**src/rtl/ecc_pkg.sv**
```systemverilog
// Package for the epoch calendar converter: constants, stage records and calendar helpers.
`timescale 1ns / 1ps
`default_nettype none
package ecc_pkg;

    localparam int NStage = 9;
    localparam int InDataW = 88;
    localparam int OutDataW = 96;

    localparam logic MODE_SPLIT = 1'b0;
    localparam logic MODE_BUILD = 1'b1;

    // Offsets of 2100 and 2105 from 1970.
    localparam logic [7:0] YOFF_2100 = 8'd130;
    localparam logic [7:0] YOFF_MAX = 8'd135;

    typedef struct packed {
        logic        mode;
        logic [31:0] epoch;
        logic [7:0]  yoff;
        logic [3:0]  midx;
        logic [7:0]  day;
        logic [7:0]  hour;
        logic [7:0]  minute;
        logic [7:0]  second;
    } st1_t;

    typedef struct packed {
        logic               mode;
        logic [31:0]        epoch;
        logic signed [17:0] days;
        logic [19:0]        tsec;
    } st2_t;

    typedef struct packed {
        logic [31:0] epoch;
    } st3_t;

    typedef struct packed {
        logic [31:0] epoch;
        logic [15:0] days;
    } st4_t;

    typedef struct packed {
        logic [31:0] epoch;
        logic [15:0] days;
        logic [16:0] tod;
        logic [7:0]  yq;
    } st5_t;

    typedef struct packed {
        logic [31:0] epoch;
        logic [15:0] days;
        logic [16:0] tod;
        logic [7:0]  yoff;
        logic [8:0]  sod;
        logic        leap;
        logic [4:0]  hour;
        logic [12:0] wq;
    } st6_t;

    typedef struct packed {
        logic [31:0] epoch;
        logic [15:0] days;
        logic [7:0]  yoff;
        logic        leap;
        logic [3:0]  month;
        logic [4:0]  day;
        logic [2:0]  wday;
        logic [4:0]  hour;
        logic [11:0] remh;
    } st7_t;

    typedef struct packed {
        logic [31:0] epoch;
        logic [15:0] days;
        logic [7:0]  yoff;
        logic        leap;
        logic [3:0]  month;
        logic [4:0]  day;
        logic [2:0]  wday;
        logic [4:0]  hour;
        logic [5:0]  minute;
        logic [11:0] remh;
    } st8_t;

    // Days before the first of a month in a common year.
    function automatic logic [8:0] month_base(input logic [3:0] idx);
        logic [8:0] r;
        begin
            unique case (idx)
                4'd0:    r = 9'd0;
                4'd1:    r = 9'd31;
                4'd2:    r = 9'd59;
                4'd3:    r = 9'd90;
                4'd4:    r = 9'd120;
                4'd5:    r = 9'd151;
                4'd6:    r = 9'd181;
                4'd7:    r = 9'd212;
                4'd8:    r = 9'd243;
                4'd9:    r = 9'd273;
                4'd10:   r = 9'd304;
                4'd11:   r = 9'd334;
                default: r = 9'd0;
            endcase
            return r;
        end
    endfunction

    // Days before January 1 of 1970 + yoff, reckoned in quarter-days; exact for yoff up to 132.
    function automatic logic [15:0] days_before(input logic [7:0] yoff);
        logic [17:0] q;
        begin
            q = 18'(yoff * 11'd1461) + 18'd1;
            if (yoff > YOFF_2100)
            begin
                q = q - 18'd2;
            end
            return q[17:2];
        end
    endfunction

    function automatic logic leap_of(input logic [7:0] yoff);
        logic [7:0] t;
        begin
            t = yoff + 8'd2;
            return (t[1:0] == 2'b00) && (yoff != YOFF_2100);
        end
    endfunction

endpackage
`default_nettype wire

```
**src/rtl/epoch_calendar_converter_core.sv**
```systemverilog
// Top level of the epoch calendar converter: a nine stage conversion pipeline.
`timescale 1ns / 1ps
`default_nettype none
//
//  Channel  Direction  Handshake           Contents
//  s_*      in         s_tvalid/s_tready   one conversion request (mode on tuser)
//  m_*      out        m_tvalid/m_tready   one converted date, time and epoch
//
//  Every transfer in produces exactly one transfer out, through nine registered
//  stages. A new request is taken in every cycle while the output side does
//  not stall; the chain of constant-reciprocal multipliers is split so that
//  each is followed by a register. Each stage holds a valid bit and loads when
//  it is empty or the stage after it loads, so a stall fills the bubbles and
//  then holds everything in place. Reset clears the valid bits only.
//
//  Mode 0 splits epoch seconds. Mode 1 normalizes the month into the year,
//  clamps the year to 1970..2105, forms the epoch modulo 2^32 and then splits
//  it in the same stages as mode 0.
module epoch_calendar_converter_core
(
    input  wire logic                         clk,
    input  wire logic                         rst_n,
    input  wire logic                         s_tvalid,
    output logic                              s_tready,
    // epoch_in[31:0], year_in[43:32], month_in[51:44], day_in[59:52],
    // hour_in[67:60], minute_in[75:68], second_in[83:76], zero fill above
    input  wire logic [ecc_pkg::InDataW-1:0]  s_tdata,
    // mode[0]
    input  wire logic                         s_tuser,
    output logic                              m_tvalid,
    input  wire logic                         m_tready,
    // epoch_out[31:0], year_out[43:32], month_out[47:44], day_out[52:48],
    // weekday_out[55:53], leap_out[56], day_count[72:57], hour_out[77:73],
    // minute_out[83:78], second_out[89:84], zero fill above
    output logic [ecc_pkg::OutDataW-1:0]      m_tdata
);
    import ecc_pkg::*;

    logic [NStage-1:0] vld_reg;
    logic [NStage-1:0] en;

    st1_t s1_reg, s1_next;
    st2_t s2_reg, s2_next;
    st3_t s3_reg, s3_next;
    st4_t s4_reg, s4_next;
    st5_t s5_reg, s5_next;
    st6_t s6_reg, s6_next;
    st7_t s7_reg, s7_next;
    st8_t s8_reg, s8_next;
    logic [OutDataW-1:0] out_reg, out_next;

    // A stage loads when it is empty or its successor loads this cycle.
    always_comb
    begin
        en[NStage-1] = !vld_reg[NStage-1] || m_tready;
        for (int k = NStage - 2; k >= 0; k--)
        begin
            en[k] = !vld_reg[k] || en[k+1];
        end
    end

    assign s_tready = en[0];
    assign m_tvalid = vld_reg[NStage-1];
    assign m_tdata = out_reg;

    always_ff @(posedge clk or negedge rst_n)
    begin
        if (!rst_n)
        begin
            vld_reg <= '0;
        end
        else
        begin
            if (en[0])
            begin
                vld_reg[0] <= s_tvalid;
            end
            for (int k = 1; k < NStage; k++)
            begin
                if (en[k])
                begin
                    vld_reg[k] <= vld_reg[k-1];
                end
            end
        end
    end

    // Stage 1: fold the month into the year (floor division of month - 1 by
    // twelve, offset by 132 so it stays positive) and clamp the year.
    logic signed [8:0]  m_ext;
    logic [8:0]         m_pos;
    logic [18:0]        m_prod;
    logic [4:0]         m_q;
    logic [8:0]         m_rem;
    logic signed [13:0] yr_raw;
    logic signed [13:0] yr_cl;

    always_comb
    begin
        m_ext = {s_tdata[51], s_tdata[51:44]};
        m_pos = 9'(m_ext + 9'sd131);
        m_prod = 19'(m_pos * 10'd683);
        m_q = m_prod[17:13];
        m_rem = m_pos - (9'(m_q) << 3) - (9'(m_q) << 2);
        yr_raw = $signed({2'b00, s_tdata[43:32]}) + $signed({9'b0, m_q}) - 14'sd11;
        if (yr_raw < 14'sd1970)
        begin
            yr_cl = 14'sd1970;
        end
        else if (yr_raw > 14'sd2105)
        begin
            yr_cl = 14'sd2105;
        end
        else
        begin
            yr_cl = yr_raw;
        end
        s1_next.mode = s_tuser;
        s1_next.epoch = s_tdata[31:0];
        s1_next.yoff = 8'(yr_cl - 14'sd1970);
        s1_next.midx = m_rem[3:0];
        s1_next.day = s_tdata[59:52];
        s1_next.hour = s_tdata[67:60];
        s1_next.minute = s_tdata[75:68];
        s1_next.second = s_tdata[83:76];
    end

    // Stage 2: day number of the date and seconds of the time fields.
    logic [8:0] b_moff;

    always_comb
    begin
        b_moff = month_base(s1_reg.midx);
        if (leap_of(s1_reg.yoff) && (s1_reg.midx > 4'd1))
        begin
            b_moff = b_moff + 9'd1;
        end
        s2_next.mode = s1_reg.mode;
        s2_next.epoch = s1_reg.epoch;
        s2_next.days = $signed({2'b00, days_before(s1_reg.yoff)})
                     + $signed({9'b0, b_moff}) + $signed({10'b0, s1_reg.day}) - 18'sd1;
        s2_next.tsec = 20'(s1_reg.hour * 12'd3600) + 20'(s1_reg.minute * 6'd60)
                     + 20'(s1_reg.second);
    end

    // Stage 3: epoch modulo 2^32, or the input epoch in mode 0.
    always_comb
    begin
        if (s2_reg.mode == MODE_BUILD)
        begin
            s3_next.epoch = 32'($signed(32'(s2_reg.days)) * $signed({1'b0, 17'd86400}))
                          + 32'(s2_reg.tsec);
        end
        else
        begin
            s3_next.epoch = s2_reg.epoch;
        end
    end

    // Stage 4: day count, epoch / 86400 as (epoch >> 7) / 675 by reciprocal.
    logic [50:0] d_prod;

    always_comb
    begin
        d_prod = 51'(s3_reg.epoch[31:7] * 26'd50903317);
        s4_next.epoch = s3_reg.epoch;
        s4_next.days = d_prod[50:35];
    end

    // Stage 5: seconds of the day and a first guess of the year.
    logic [31:0] y_prod;

    always_comb
    begin
        y_prod = 32'(s4_reg.days * 16'd45965);
        s5_next.epoch = s4_reg.epoch;
        s5_next.days = s4_reg.days;
        s5_next.tod = 17'(s4_reg.epoch - 32'(s4_reg.days * 17'd86400));
        s5_next.yq = y_prod[31:24];
    end

    // Stage 6: correct the year guess, day of the year, hour and weekday quotient.
    logic [15:0] y_hi;
    logic [15:0] y_lo;
    logic [7:0]  y_sel;
    logic [15:0] y_base;
    logic [25:0] h_prod;
    logic [35:0] w_prod;

    always_comb
    begin
        y_hi = days_before(s5_reg.yq);
        y_lo = days_before(s5_reg.yq - 8'd1);
        if (y_hi > s5_reg.days)
        begin
            y_sel = s5_reg.yq - 8'd1;
            y_base = y_lo;
        end
        else
        begin
            y_sel = s5_reg.yq;
            y_base = y_hi;
        end
        h_prod = 26'(s5_reg.tod[16:4] * 13'd4661);
        w_prod = 36'((17'(s5_reg.days) + 17'd4) * 19'd74899);
        s6_next.epoch = s5_reg.epoch;
        s6_next.days = s5_reg.days;
        s6_next.tod = s5_reg.tod;
        s6_next.yoff = y_sel;
        s6_next.sod = 9'(s5_reg.days - y_base);
        s6_next.leap = leap_of(y_sel);
        s6_next.hour = h_prod[24:20];
        s6_next.wq = w_prod[31:19];
    end

    // Stage 7: month search, weekday remainder and seconds within the hour.
    logic [8:0]  c_off;
    logic [8:0]  c_sel;
    logic [3:0]  c_mon;
    logic [16:0] c_w;

    always_comb
    begin
        c_sel = 9'd0;
        c_mon = 4'd1;
        for (int i = 0; i < 12; i++)
        begin
            c_off = month_base(4'(i));
            if (s6_reg.leap && (i > 1))
            begin
                c_off = c_off + 9'd1;
            end
            if (c_off <= s6_reg.sod)
            begin
                c_sel = c_off;
                c_mon = 4'(i + 1);
            end
        end
        c_off = 9'd0;
        c_w = 17'(s6_reg.days) + 17'd4;
        s7_next.epoch = s6_reg.epoch;
        s7_next.days = s6_reg.days;
        s7_next.yoff = s6_reg.yoff;
        s7_next.leap = s6_reg.leap;
        s7_next.month = c_mon;
        s7_next.day = 5'(s6_reg.sod - c_sel + 9'd1);
        s7_next.wday = 3'(c_w - 17'(s6_reg.wq * 4'd7));
        s7_next.hour = s6_reg.hour;
        s7_next.remh = 12'(s6_reg.tod - 17'(s6_reg.hour * 12'd3600));
    end

    // Stage 8: minute as (remh >> 2) / 15 by reciprocal.
    logic [20:0] n_prod;

    always_comb
    begin
        n_prod = 21'(s7_reg.remh[11:2] * 11'd1093);
        s8_next.epoch = s7_reg.epoch;
        s8_next.days = s7_reg.days;
        s8_next.yoff = s7_reg.yoff;
        s8_next.leap = s7_reg.leap;
        s8_next.month = s7_reg.month;
        s8_next.day = s7_reg.day;
        s8_next.wday = s7_reg.wday;
        s8_next.hour = s7_reg.hour;
        s8_next.minute = n_prod[19:14];
        s8_next.remh = s7_reg.remh;
    end

    // Stage 9: second and the packed result.
    logic [5:0]  f_sec;
    logic [11:0] f_year;

    always_comb
    begin
        f_sec = 6'(s8_reg.remh - 12'(s8_reg.minute * 6'd60));
        f_year = 12'(s8_reg.yoff) + 12'd1970;
        out_next = {6'b0, f_sec, s8_reg.minute, s8_reg.hour, s8_reg.days, s8_reg.leap,
                    s8_reg.wday, s8_reg.day, s8_reg.month, f_year, s8_reg.epoch};
    end

    always_ff @(posedge clk)
    begin
        if (en[0]) s1_reg <= s1_next;
        if (en[1]) s2_reg <= s2_next;
        if (en[2]) s3_reg <= s3_next;
        if (en[3]) s4_reg <= s4_next;
        if (en[4]) s5_reg <= s5_next;
        if (en[5]) s6_reg <= s6_next;
        if (en[6]) s7_reg <= s7_next;
        if (en[7]) s8_reg <= s8_next;
        if (en[8]) out_reg <= out_next;
    end

    // An accepted request always lands in the first stage.
    a_enter: assert property (@(posedge clk) disable iff (!rst_n)
        (s_tvalid && s_tready) |=> vld_reg[0])
        else $error("accepted request did not enter the pipeline");

    // The input side only stalls when the whole pipe is full up to the output.
    a_backpressure: assert property (@(posedge clk) disable iff (!rst_n)
        !s_tready |-> (m_tvalid && !m_tready))
        else $error("input stalled without output backpressure");

    // Calendar fields stay in range.
    a_range: assert property (@(posedge clk) disable iff (!rst_n)
        m_tvalid |-> (m_tdata[47:44] >= 4'd1 && m_tdata[47:44] <= 4'd12 &&
                      m_tdata[52:48] >= 5'd1 && m_tdata[55:53] <= 3'd6 &&
                      m_tdata[77:73] <= 5'd23 && m_tdata[83:78] <= 6'd59 &&
                      m_tdata[89:84] <= 6'd59))
        else $error("converted field out of range");

    // A leap year is a multiple of four.
    a_leap: assert property (@(posedge clk) disable iff (!rst_n)
        (m_tvalid && m_tdata[56]) |-> (m_tdata[33:32] == 2'b00))
        else $error("leap flag on a year that is not a multiple of four");

endmodule
`default_nettype wire
```
**config.mk**
```make
export PLATFORM = sky130hd
export DESIGN_NAME = epoch_calendar_converter_core
export DESIGN_NICKNAME = d
export VERILOG_FILES = /design/src/rtl/ecc_pkg.sv /design/src/rtl/epoch_calendar_converter_core.sv
export SDC_FILE = /design/constraint.sdc
export NUM_CORES = 2
export LEC_CHECK = 0
export BUFFER_PORTS_ARGS = -buffer_cell sky130_fd_sc_hd__buf_2
export CAP_MARGIN = 20
export CORE_MARGIN = 3
export CORE_UTILIZATION = 45
export CTS_CLUSTER_SIZE = 8
export DETAILED_ROUTE_END_ITERATION = 12
export GPL_ROUTABILITY_DRIVEN = 0
export HOLD_SLACK_MARGIN = 0.12
export PLACE_DENSITY = 0.59
export SYNTH_ARGS = -nofsm -noshare
export SYNTH_HDL_FRONTEND = slang
export SYNTH_SLANG_ARGS = --single-unit
```
**constraint.sdc**
```tcl
create_clock -name clk -period 10.2 [get_ports clk]
set_clock_uncertainty 0.05 [all_clocks]
set_input_delay 1.53 -clock clk [delete_from_list [all_inputs] [get_ports clk]]
set_output_delay 1.53 -clock clk [all_outputs]
set_load 0.02 [all_outputs]
```
==> flow_summary.ini <==
[run_status]
status = finished clean

[critical_path]
cpMostUsedCell = ha_1
crit_type = input port to register
critical_path.endpoint_type = register
worstSetupStartpointType = input port
cp.required_ns = 10.64
cp.arrival_ns = 10.00
cpMaxStageDelayCell = or4b_2
slowest_delay_ns = 0.66
cp_num_buf_inv = 6
cpLargestDelayFamily = adder cells
critPathMaxFanout = 7

[clock_tree]
numClockSinks = 643
root_buffer = clkbuf_16
htreeDepth = 3
cts_hold_buffers = 0
clockBufferDepth = 3
clk_pin_slew_ns = 0.06
ctsResizeCount = 0
numCtsBuffers = 94
cts_tree = done
clk_latency_ns = 0.73
cts_setup_buffers = 0

[synthesis]
ys_seq_elements = 643
ys_warn_count = 0
yosysSeqAreaShare_pct = 33.2
synth_cell_types = 82
syn_area_sq_um = 57700
avgSynthCellArea_sq_um = 11.8
async_flop_share_pct = 1.40
synthFlopType = edfxtp_1
synth_edf_count = 625
netlist_instances = 4892

[floorplanning]
num_io_pins = 191
fp.dieW_um = 364
core_area_sq_um = 126000
initial_core_util_pct = 45.7
rows = 130
fp.dieH_um = 364
dieArea_sq_um = 133000

[grt]
grt_antenna_before_repair = 2
track_usage_pct = 18.1
grt_pass1_wl_um = 190000
grt_max_degree = 73
grt.overflow.total = 0
grt_pass1_vias = 36200

[sta]
fin_crit_sh_pct = 93.7
slew_violations = 0
finalSetupViolations = 0
finalHoldViolCount = 0
clock.fmax_mhz = 105
timing.slew.headroom_pct = 31.7
finalCriticalPeriod_ns = 9.56
tightestPinTransition_ns = 1.02
hold_ws_ns = 0.311
rsz0062_at_grt = false

[placed_design]
dp_hpwl_um = 93300
placed_cell_area_sq_um = 60800
port-buffer-count = 180

[job]
max-cap-violations = 0

[finish]
final_common_cell = ha_1
syn_to_final_growth_pct = 10.1
nets = 6898
num-fill-cells = 11200
final_area_sq_um = 63500
largest_reg_flops = 88
utilization_pct = 50.3
final_cell_mix = 1120 x ha_1, 1033 x inv_1, 625 x edfxtp_1
drive_above_1_share_pct = 7.30
diodes = 0

[drt]
firstDrtPassIters = 5
drc = 0
drt_iter0_markers = 1432
via_count = 34200
ant_nets = 0
viasPerCell = 4.99
wirelength_um = 115000
wire_per_inst_um = 16.7

[worst_hold_path]
hold_class = register to register
[Yosys cell counts, types with 8 or more instances]
master / instances / area (sq um)
o2111ai_1: 8 / 70.1
a21oi_1: 173 / 866
nor3b_1: 11 / 82.6
a21boi_0: 8 / 60.1
nor4_1: 12 / 75.1
nand2b_1: 35 / 219
nor2_1: 140 / 526
nor2b_1: 34 / 213
nand3_1: 52 / 260
o21bai_1: 38 / 285
buf_4: 8 / 60.1
and2_1: 12 / 75.1
o211ai_1: 18 / 135
a31oi_1: 26 / 163
clkbuf_1: 23 / 86.3
mux2_2: 19 / 214
nand4_1: 21 / 131
o31ai_1: 10 / 75.1
xor2_1: 114 / 998
o21a_1: 30 / 225
dfrtp_1: 9 / 225
dfxtp_1: 9 / 180
fa_1: 515 / 10300
a21o_1: 90 / 676
and3_1: 29 / 181
nand2_1: 116 / 435
nor3_1: 55 / 275
or2_2: 13 / 81.3
ha_1: 1120 / 14000
a211oi_1: 11 / 82.6
mux2i_1: 15 / 150
or3_1: 14 / 87.6
edfxtp_1: 625 / 18800
xnor2_1: 229 / 2010
o21ai_0: 98 / 490
inv_1: 1035 / 3880
[final cells by class]
cell class                      instances  area, sq um  share of cell area (%)
Clock buffer                          113         2420                    3.81
Clock inverter                         19          307                   0.482
Inverter                             1035         3890                    6.12
Multi-Input combinational cell       3185        34500                    54.4
Sequential cell                       643        19200                    30.2
Tap cell                             1650         2060                    3.25
Timing Repair Buffer                  211         1130                    1.78
[worst paths after layout]
| kind | start | end | slack [ns] | cells past startpoint |
|---|---|---|---|---|
| max in group asynchronous | rst_n | vld_reg[8]$_DFFE_PN0P_ | 9.12 | 1 |
| hold / removal | s7_reg[32]$_DFFE_PP_ | s8_reg[38]$_DFFE_PP_ | 0.31 | 0 |
| setup reg to reg | s5_reg[3]$_DFFE_PP_ | s6_reg[27]$_DFFE_PP_ | 1.02 | 36 |
| hold reg to reg | s7_reg[32]$_DFFE_PP_ | s8_reg[38]$_DFFE_PP_ | 0.31 | 0 |
| min in group asynchronous | rst_n | vld_reg[2]$_DFFE_PN0P_ | 0.67 | 1 |
| setup / recovery | s_tdata[44] | s1_reg[43]$_DFFE_PN_ | 0.64 | 36 |
[per-stage QoR]
step	cells	setup TNS [ns]	setup WS (ns)
final	6856	0	0.642
after floorplan	4897	0	0.373
after detailed placement	6723	-0.0688	-0.0688
after CTS	6855	0	0.708
after global routing	6856	0	0.0448
after global placement	6723	0	0.0664
[logic make-up (layout without fill, tap and decap cells)]
logic type / count (synthesis) / count (layout) / synth area share [%]
AND/OR/NAND/NOR: 582 / 582 / 5.17
adder cells (fa/ha/maj): 1635 / 1635 / 42.2
multiplexers: 35 / 35 / 0.651
flip-flops: 643 / 643 / 33.2
XOR/XNOR: 344 / 344 / 5.25
other: 1 / 6 / 0.00650
buffers and inverters: 1069 / 1378 / 7.01
AO/OA/AOI/OAI: 583 / 583 / 6.54
[metal layers]
layer	vias to the layer above	track usage, %	part of all wire, %	routed length, um
li1	17100	-	-	-
met1	16600	23.3	45	51600
met2	404	32.3	50	57600
met3	152	2.35	2.6	2990
met4	2	4.37	2.2	2500
met5	-	0	0.011	13
Power is not shown: default switching activity piles up to over one toggle a cycle in this logic, so the estimate is an artifact.
